## src/hdl/avba_pkg.sv

```systemverilog
`timescale 1ns / 1ps
// ----------------------------------------------------------------------------
// avba_pkg
// Shared types and constants of the aligned vector block allocator.
// ----------------------------------------------------------------------------
package avba_pkg;

  localparam int NUM_VECTORS = 256;
  localparam int VEC_W       = $clog2(NUM_VECTORS);
  localparam int CNT_W       = VEC_W + 1;
  localparam int CFG_IDX_W   = 1;
  localparam int CFG_DATA_W  = CNT_W;
  localparam int IN_DATA_W   = 32;
  localparam int OUT_DATA_W  = 16;

  typedef enum logic [1:0] {
    ST_OK        = 2'd0,
    ST_NOT_READY = 2'd1,
    ST_INVALID   = 2'd2,
    ST_NO_BLOCK  = 2'd3
  } status_e;

  typedef enum logic [CFG_IDX_W-1:0] {
    REG_ENABLED  = 1'b0,
    REG_CAPACITY = 1'b1
  } reg_idx_e;

  localparam logic [CNT_W-1:0] NUM_VECTORS_C = CNT_W'(NUM_VECTORS);

  // Busy map access: a single address serves either a read or a write.
  typedef struct packed {
    logic             rd_en;
    logic             we;
    logic [VEC_W-1:0] addr;
    logic             wdata;
  } map_req_t;

  typedef struct packed {
    status_e          status;
    logic [VEC_W-1:0] base;
  } result_t;

endpackage

```

## src/hdl/avba_map.sv

```systemverilog
`timescale 1ns / 1ps
// ----------------------------------------------------------------------------
// avba_map
// Busy map memory, one bit per vector, with a clearing pass after reset.
// ----------------------------------------------------------------------------
module avba_map (
  input  logic              clk_i,
  input  logic              rst_ni,
  input  avba_pkg::map_req_t req_i,
  output logic              rdata_o,
  output logic              clearing_o
);
  import avba_pkg::*;

  logic             mem [NUM_VECTORS];
  logic             clearing_q, clearing_d;
  logic [VEC_W-1:0] clr_cnt_q, clr_cnt_d;
  logic             rdata_q;
  logic             wr_en;
  logic [VEC_W-1:0] wr_addr;
  logic             wr_data;

  always_comb begin
    clearing_d = clearing_q;
    clr_cnt_d  = clr_cnt_q;
    if (clearing_q) begin
      clr_cnt_d = clr_cnt_q + VEC_W'(1);
      if (clr_cnt_q == VEC_W'(NUM_VECTORS - 1)) begin
        clearing_d = 1'b0;
      end
    end
  end

  always_ff @(posedge clk_i or negedge rst_ni) begin
    if (!rst_ni) begin
      clearing_q <= 1'b1;
      clr_cnt_q  <= '0;
    end else begin
      clearing_q <= clearing_d;
      clr_cnt_q  <= clr_cnt_d;
    end
  end

  assign wr_en   = clearing_q | req_i.we;
  assign wr_addr = clearing_q ? clr_cnt_q : req_i.addr;
  assign wr_data = clearing_q ? 1'b0 : req_i.wdata;

  always_ff @(posedge clk_i) begin
    if (wr_en) begin
      mem[wr_addr] <= wr_data;
    end
    if (req_i.rd_en) begin
      rdata_q <= mem[req_i.addr];
    end
  end

  assign rdata_o    = rdata_q;
  assign clearing_o = clearing_q;

endmodule

```

## src/hdl/avba_alu.sv

```systemverilog
`timescale 1ns / 1ps
// ----------------------------------------------------------------------------
// avba_alu
// Shared adder and limit compare: over = (a + b + cin) > lim.
// ----------------------------------------------------------------------------
module avba_alu (
  input  logic [avba_pkg::CNT_W-1:0] a_i,
  input  logic [avba_pkg::CNT_W-1:0] b_i,
  input  logic                       cin_i,
  input  logic [avba_pkg::CNT_W-1:0] lim_i,
  output logic                       over_o
);
  import avba_pkg::*;

  logic [CNT_W:0] sum;

  assign sum    = {1'b0, a_i} + {1'b0, b_i} + {{CNT_W{1'b0}}, cin_i};
  assign over_o = sum > {1'b0, lim_i};

endmodule

```

## src/hdl/avba_seq.sv

```systemverilog
`timescale 1ns / 1ps
// ----------------------------------------------------------------------------
// avba_seq
// Request sequencer: checks arguments, scans the busy map one vector per
// cycle for the first aligned free run, then marks or clears the run.
// ----------------------------------------------------------------------------
module avba_seq (
  input  logic                       clk_i,
  input  logic                       rst_ni,
  input  logic                       enabled_i,
  input  logic [avba_pkg::CNT_W-1:0] cap_i,
  input  logic                       in_valid_i,
  output logic                       in_ready_o,
  input  logic                       in_cmd_i,
  input  logic [avba_pkg::CNT_W-1:0] in_count_i,
  input  logic [avba_pkg::CNT_W-1:0] in_align_i,
  input  logic [avba_pkg::VEC_W-1:0] in_base_i,
  output logic                       res_valid_o,
  input  logic                       res_ready_i,
  output avba_pkg::result_t          res_o,
  output avba_pkg::map_req_t         map_req_o,
  input  logic                       map_rdata_i,
  input  logic                       map_clearing_i
);
  import avba_pkg::*;

  typedef enum logic [2:0] {
    S_IDLE,
    S_CHECK,
    S_SCAN,
    S_MARK,
    S_DONE
  } state_e;

  state_e           state_q;
  logic             cmd_q;
  logic [CNT_W-1:0] count_q;
  logic [CNT_W-1:0] align_q;
  logic [VEC_W-1:0] base_q;
  logic [VEC_W-1:0] amask_q;
  logic [CNT_W-1:0] start_q;
  logic [CNT_W-1:0] ptr_q;
  logic [VEC_W-1:0] rd_addr_q;
  logic             rd_pend_q;
  logic [CNT_W-1:0] rem_q;
  logic [VEC_W-1:0] mptr_q;
  logic             mark_val_q;
  result_t          res_q;

  logic [CNT_W-1:0] align_eff;
  logic [CNT_W-1:0] align_m1;
  logic             align_bad;
  logic [CNT_W-1:0] alu_a;
  logic             alu_cin;
  logic             alu_over;
  logic [CNT_W-1:0] next_start;

  assign align_eff = (align_q == '0) ? CNT_W'(1) : align_q;
  assign align_m1  = align_eff - CNT_W'(1);
  assign align_bad = (align_eff & align_m1) != '0;

  // CHECK: base + count against capacity; SCAN: end of the next candidate run.
  assign alu_a      = (state_q == S_CHECK) ? {1'b0, base_q} : {1'b0, rd_addr_q | amask_q};
  assign alu_cin    = (state_q != S_CHECK);
  assign next_start = {1'b0, rd_addr_q | amask_q} + CNT_W'(1);

  avba_alu u_alu (
    .a_i    (alu_a),
    .b_i    (count_q),
    .cin_i  (alu_cin),
    .lim_i  (cap_i),
    .over_o (alu_over)
  );

  always_ff @(posedge clk_i or negedge rst_ni) begin
    if (!rst_ni) begin
      state_q    <= S_IDLE;
      cmd_q      <= 1'b0;
      count_q    <= '0;
      align_q    <= '0;
      base_q     <= '0;
      amask_q    <= '0;
      start_q    <= '0;
      ptr_q      <= '0;
      rd_addr_q  <= '0;
      rd_pend_q  <= 1'b0;
      rem_q      <= '0;
      mptr_q     <= '0;
      mark_val_q <= 1'b0;
      res_q      <= '{status: ST_OK, base: '0};
    end else begin
      unique case (state_q)
        S_IDLE: begin
          if (in_valid_i && in_ready_o) begin
            cmd_q   <= in_cmd_i;
            count_q <= in_count_i;
            align_q <= in_align_i;
            base_q  <= in_base_i;
            state_q <= S_CHECK;
          end
        end
        S_CHECK: begin
          res_q.base <= '0;
          if (!enabled_i) begin
            res_q.status <= ST_NOT_READY;
            state_q      <= S_DONE;
          end else if (!cmd_q) begin
            if (count_q == '0 || count_q > cap_i || align_bad) begin
              res_q.status <= ST_INVALID;
              state_q      <= S_DONE;
            end else begin
              amask_q   <= align_m1[VEC_W-1:0];
              start_q   <= '0;
              ptr_q     <= '0;
              rd_pend_q <= 1'b0;
              rem_q     <= count_q;
              state_q   <= S_SCAN;
            end
          end else begin
            if (count_q == '0 || alu_over) begin
              res_q.status <= ST_INVALID;
              state_q      <= S_DONE;
            end else begin
              res_q.status <= ST_OK;
              mptr_q       <= base_q;
              rem_q        <= count_q;
              mark_val_q   <= 1'b0;
              state_q      <= S_MARK;
            end
          end
        end
        S_SCAN: begin
          // The read issued this cycle returns next cycle with its address.
          rd_addr_q <= ptr_q[VEC_W-1:0];
          if (rd_pend_q && map_rdata_i) begin
            // Busy vector: jump to the next aligned start past it.
            rd_pend_q <= 1'b0;
            if (alu_over) begin
              res_q.status <= ST_NO_BLOCK;
              state_q      <= S_DONE;
            end else begin
              start_q <= next_start;
              ptr_q   <= next_start;
              rem_q   <= count_q;
            end
          end else if (rd_pend_q && rem_q == CNT_W'(1)) begin
            res_q.status <= ST_OK;
            res_q.base   <= start_q[VEC_W-1:0];
            mptr_q       <= start_q[VEC_W-1:0];
            rem_q        <= count_q;
            mark_val_q   <= 1'b1;
            rd_pend_q    <= 1'b0;
            state_q      <= S_MARK;
          end else begin
            if (rd_pend_q) begin
              rem_q <= rem_q - CNT_W'(1);
            end
            ptr_q     <= ptr_q + CNT_W'(1);
            rd_pend_q <= 1'b1;
          end
        end
        S_MARK: begin
          mptr_q <= mptr_q + VEC_W'(1);
          rem_q  <= rem_q - CNT_W'(1);
          if (rem_q == CNT_W'(1)) begin
            state_q <= S_DONE;
          end
        end
        S_DONE: begin
          if (res_ready_i) begin
            state_q <= S_IDLE;
          end
        end
        default: begin
          state_q <= S_IDLE;
        end
      endcase
    end
  end

  assign in_ready_o  = (state_q == S_IDLE) && !map_clearing_i;
  assign res_valid_o = (state_q == S_DONE);
  assign res_o       = res_q;

  assign map_req_o.rd_en = (state_q == S_SCAN);
  assign map_req_o.we    = (state_q == S_MARK);
  assign map_req_o.addr  = (state_q == S_MARK) ? mptr_q : ptr_q[VEC_W-1:0];
  assign map_req_o.wdata = mark_val_q;

endmodule

```

## src/hdl/aligned_vector_block_allocator.sv

```systemverilog
`timescale 1ns / 1ps
// ----------------------------------------------------------------------------
// aligned_vector_block_allocator
// First-fit allocator of aligned contiguous vector runs over a busy map.
// ----------------------------------------------------------------------------
// After reset the busy map is swept clear, one vector per cycle;
// s_axis_tready stays low during that pass, configuration writes are
// taken. One item is served at a time. A free is checked, clears its run
// and hands off its result. An allocate is checked, then the scan reads
// the busy map one vector per cycle through its single port, restarting
// at the next aligned start past each busy vector it meets, then marks
// the run and hands off the result. Rejected requests (disabled, bad
// arguments) answer straight after the check. The next item is accepted
// while a finished result still waits in the output register.
// ----------------------------------------------------------------------------
module aligned_vector_block_allocator (
  input  logic                                 clk_i,
  input  logic                                 rst_ni,
  // Configuration write port
  input  logic                                 cfg_we_i,
  input  logic [avba_pkg::CFG_IDX_W-1:0]       cfg_idx_i,
  input  logic [avba_pkg::CFG_DATA_W-1:0]      cfg_wdata_i,
  // Request items
  input  logic                                 s_axis_tvalid,
  output logic                                 s_axis_tready,
  // [8:0] count, [17:9] alignment, [25:18] base, [31:26] zero
  input  logic [avba_pkg::IN_DATA_W-1:0]       s_axis_tdata,
  // [0] cmd (0 allocate, 1 free)
  input  logic                                 s_axis_tuser,
  // Result items
  output logic                                 m_axis_tvalid,
  input  logic                                 m_axis_tready,
  // [1:0] status, [9:2] base_out, [15:10] zero
  output logic [avba_pkg::OUT_DATA_W-1:0]      m_axis_tdata
);
  import avba_pkg::*;

  logic             enabled_q;
  logic [CNT_W-1:0] capacity_q;
  logic [CNT_W-1:0] eff_cap;

  logic             res_valid;
  logic             res_ready;
  result_t          res;
  map_req_t         map_req;
  logic             map_rdata;
  logic             map_clearing;

  logic             out_valid_q;
  result_t          out_q;

  // Hold the configuration registers; the map itself survives a disable.
  always_ff @(posedge clk_i or negedge rst_ni) begin
    if (!rst_ni) begin
      enabled_q  <= 1'b0;
      capacity_q <= '0;
    end else if (cfg_we_i) begin
      unique case (cfg_idx_i)
        REG_ENABLED:  enabled_q  <= cfg_wdata_i[0];
        REG_CAPACITY: capacity_q <= cfg_wdata_i;
        default: ;
      endcase
    end
  end

  // Clamp the capacity to the size of the busy map.
  assign eff_cap = (capacity_q > NUM_VECTORS_C) ? NUM_VECTORS_C : capacity_q;

  avba_seq u_seq (
    .clk_i          (clk_i),
    .rst_ni         (rst_ni),
    .enabled_i      (enabled_q),
    .cap_i          (eff_cap),
    .in_valid_i     (s_axis_tvalid),
    .in_ready_o     (s_axis_tready),
    .in_cmd_i       (s_axis_tuser),
    .in_count_i     (s_axis_tdata[CNT_W-1:0]),
    .in_align_i     (s_axis_tdata[2*CNT_W-1:CNT_W]),
    .in_base_i      (s_axis_tdata[2*CNT_W+VEC_W-1:2*CNT_W]),
    .res_valid_o    (res_valid),
    .res_ready_i    (res_ready),
    .res_o          (res),
    .map_req_o      (map_req),
    .map_rdata_i    (map_rdata),
    .map_clearing_i (map_clearing)
  );

  avba_map u_map (
    .clk_i      (clk_i),
    .rst_ni     (rst_ni),
    .req_i      (map_req),
    .rdata_o    (map_rdata),
    .clearing_o (map_clearing)
  );

  // Output register: take a new result when the slot is empty or draining.
  assign res_ready = !out_valid_q || m_axis_tready;

  always_ff @(posedge clk_i or negedge rst_ni) begin
    if (!rst_ni) begin
      out_valid_q <= 1'b0;
      out_q       <= '{status: ST_OK, base: '0};
    end else begin
      if (res_valid && res_ready) begin
        out_valid_q <= 1'b1;
        out_q       <= res;
      end else if (m_axis_tready) begin
        out_valid_q <= 1'b0;
      end
    end
  end

  assign m_axis_tvalid = out_valid_q;
  assign m_axis_tdata  = {(OUT_DATA_W - VEC_W - 2)'(0), out_q.base, out_q.status};

endmodule

```

## config.mk

```make
export PLATFORM = sky130hd
export DESIGN_NAME = aligned_vector_block_allocator
export DESIGN_NICKNAME = d
export VERILOG_FILES = /design/src/hdl/avba_pkg.sv /design/src/hdl/avba_map.sv /design/src/hdl/avba_alu.sv /design/src/hdl/avba_seq.sv /design/src/hdl/aligned_vector_block_allocator.sv
export SDC_FILE = /design/constraint.sdc
export NUM_CORES = 1
export LEC_CHECK = 0
export ABC_CLOCK_PERIOD_IN_PS = 13850
export BUFFER_PORTS_ARGS = -buffer_cell sky130_fd_sc_hd__buf_4
export CORE_MARGIN = 10
export CORE_UTILIZATION = 60
export CTS_CLUSTER_DIAMETER = 80
export DETAILED_ROUTE_END_ITERATION = 16
export HOLD_SLACK_MARGIN = 0.08
export PLACE_DENSITY = 0.78
export SYNTH_ARGS = -nofsm -noshare
export SYNTH_HDL_FRONTEND = slang
export SYNTH_HIERARCHICAL = 1
export SYNTH_SLANG_ARGS = --single-unit
```

## constraint.sdc

```tcl
create_clock -name clk_i -period 13.85 [get_ports clk_i]
set_input_delay 0 -clock clk_i [delete_from_list [all_inputs] [get_ports clk_i]]
set_output_delay 0 -clock clk_i [all_outputs]
set_load 0.02 [all_outputs]
```

==> metrics.txt <==
average size of a mapped cell=about 12 um^2; antenna violations before repair=0; clk_skew=0.0198 ns; Area Overhead vs Synth=12.2%; worst-margin pin slew=about 1.0 ns; Synth Cell Area=~19000 um^2; dpl hpwl=approximately 28000 um; global-route wire length before repair=around 70000 um; die height=a little under 200 um; clock root buffer=clkbuf_16; Pwr Total=2.37 mW; Seq cells post-synth=378; slew margin rel.=around 30%; WL final=about 44000 um; Initial Utilization=approximately 61%; CP arrival=between 7 and 8 ns; fraction of layout cells with a size suffix above 1=approximately 14%; Avg WL per Cell=between 20 and 25 um; reg2reg setup slack=about 7.2 ns; CTS tree=built; Synth area leaders=edfxtp_1 41%, dfrtp_1 16%, nor2_1 6.7%; FF-to-FF End=u_seq/rem_q[4]; count of cell types in the netlist=79; Net Sw Power=approximately 480 uW; register area share after synthesis=about 58%; crit end category=flip-flop; RSZ-0062 raised after global routing=no; CP Class=flip-flop to flip-flop; sw frac=between 20% and 30%; DRT Pass-1 Iters=7; layout filler cell count=2169; Site Rows=64; Ports=66; CTS Buf Count=40; number of max-cap violations=0; DRC=0; die footprint=between 30000 and 40000 um^2; CTS sink cnt=around 380; top-area cell type share of the netlist area=about 41%; vias in the first global route=12800; n_diodes=0; Clock Path Buffers=3; ys async rst share=between 30 and 40%; setup_tns=0 ns; fin crit share=47.8%; Peak supply drop=103 uV; EDFF count, synth=approximately 260; CP startpoint kind=flip-flop; final hold viol count=0; highest clock rate=~150 MHz; Power per Cell Area=113 nW/um^2; most instantiated library cell after synthesis=nor2_1; WP data required=~14 ns; # setup viols final=0; vias=~13000; Reg clk slew, reported paths=approximately 0.06 ns; cell internal pwr=1.89 mW; Clock Latency Late Sink=~0.56 ns; die width=196 um; GRT Total Usage=a little under a quarter; Via density=6.20; Reg-to-Reg Start=u_seq/state_q[0]; Combinational Power Share=2.7%; Core Area=approximately 31000 um^2; post-layout min period=between 6 and 7 ns; clock share of power=46.4%; Worst R2R Path Depth=21; Post-synth top cells=331 x nor2_1, 257 x edfxtp_1, 139 x nand2_1; Yosys top cell by area=edfxtp_1; Worst Hold Class=input port to async pin; Initial DRC Count=approximately 1500; P_leak=around 8.1 nW; GRT Residual Overflow=0; Routability Congestion=about 0.90; pin count of the biggest net entering global routing=96; H-tree depth=2; number of synthesis warnings=6; outcome=finished clean; sequential power share=50.9%; CP Max Fanout=30; most used flip-flop cell after synthesis=edfxtp_1; port buffer count=between 50 and 60; Syn Inst Count=approximately 1600; Final #Nets=~1700; Routed Antenna Nets=0; Max Slew Vio Count=0; PostCTS Resize Cnt=0
-- registers in the layout, summed over array words and instances, names as in the netlist, 9 cells and up --
signal,flops
u_seq/res_o,10
u_map/mem,256
u_seq/align_q,9
m_axis_tdata,10
capacity_q,9
u_seq/rem_q,9
u_seq/count_q,9
-- worst max-delay path, cell delays in order (launching register included) --
cell	delay (ns)
dfrtp_1	0.83
inv_1	0.22
nor3_4	0.26
inv_1	0.48
nor2_1	0.23
a21oi_1	0.08
fa_1	0.52
fa_1	0.42
a21o_1	0.22
a221o_1	0.32
o41ai_2	0.25
xnor2_1	0.14
ha_1	0.22
a211oi_1	0.21
o21ai_0	0.14
o31ai_1	0.23
o211ai_1	0.23
a311o_1	0.45
a2111o_1	0.45
o31a_4	0.19
o21ai_0	0.25
o21ai_1	0.14
-- layer usage --
metal	global-route usage (%)	vias to the layer above	part of all wire, %
met4	9.05	0	3.3
met5	0	-	0
li1	-	5845	-
met1	29.3	6328	39
met3	3.79	102	7.3
met2	38.6	576	50
-- kinds of logic (layout without fill, tap and decap cells) --
logic type      Yosys count  after routing  share of synthesized area [%]
simple gates            604            604                           14.1
flops                   378            378                           57.7
compound gates          232            232                           7.92
mux                     166            166                           12.4
buf+inv                 153            226                           3.91
fa+ha+maj                42             42                           2.90
xor+xnor                 21             21                          0.988
other cells               2              7                         0.0403
-- cells in the final DEF, fill, tap and decap left out, types with 11 or more instances in the layout --
cell type      instances
mux4_2                42
inv_1                 42
a21oi_1               47
mux2i_1               63
mux2_1                14
o21ai_1               26
xnor2_1               12
dfrtp_1              120
nor4_1                19
clkbuf_16             40
nor3_1                11
nor2b_1               13
ha_1                  40
o31ai_1               11
mux2_2                37
dlygate4sd3_1         47
buf_4                 62
nor2_1               331
nand2_1              138
o22ai_1               32
o21ai_0               51
edfxtp_1             257
nand3_1               30
-- cell type report --
cell class                      count  area (um^2)  share of cell area (%)
Tap cell                          396          495                    2.37
Sequential cell                   378        10700                    51.5
Clock buffer                       52         1070                    5.11
Multi-Input combinational cell   1072         7190                    34.4
Timing Repair Buffer              109          936                    4.48
Clock inverter                     20          279                    1.34
Inverter                           45          169                   0.809
-- how the worst max path moves through the flow --
| stage | slack (ns) | from | endpoint |
|---|---|---|---|
| after floorplan | 5.28 | u_map/clearing_o | u_map/mem[0] |
| after global placement | 7.41 | u_seq/state_q[0] | u_seq/mptr_q[7] |
| after detailed placement | 7.37 | u_seq/state_q[0] | u_seq/mptr_q[7] |
| after CTS | 7.29 | u_seq/state_q[0] | u_seq/rem_q[4] |
| after global routing | 6.84 | u_seq/state_q[0] | u_seq/mptr_q[7] |
| final | 7.23 | u_seq/state_q[0] | u_seq/rem_q[4] |
-- repair_timing --
action | 4_1_cts | 5_1_grt
setup endpoints to repair | 0 | 0
buffers inserted | 0 | 0
endpoints found under the hold margin | 124 | 0
hold buffers | 47 | 0
-- per-stage QoR --
step	util [%]	cell area, um^2	setup WS, ns	hold WS (ns)	cells
2_1_floorplan	-	18600	5.28	-0.296	1603
3_3_place_gp	62.3	19100	7.41	0.193	1953
3_5_place_dp	62.3	19100	7.37	0.208	1953
4_1_cts	68.3	20900	7.29	0.148	2072
5_1_grt	68.3	20900	6.84	0.191	2072
6_report	68.3	20900	7.23	0.149	2072
-- power groups by stage --
stage | Combinational (mW) | Clock [mW] | Sequential (mW)
floorplan | 0.0275 | 0 | 1.23
global placement | 0.0472 | 0 | 1.23
detailed placement | 0.0491 | 0 | 1.23
CTS | 0.0629 | 1.12 | 1.20
global route | 0.0718 | 1.16 | 1.20
finish | 0.0647 | 1.10 | 1.20
No activity file was read; power rests on OpenSTA's default activity.
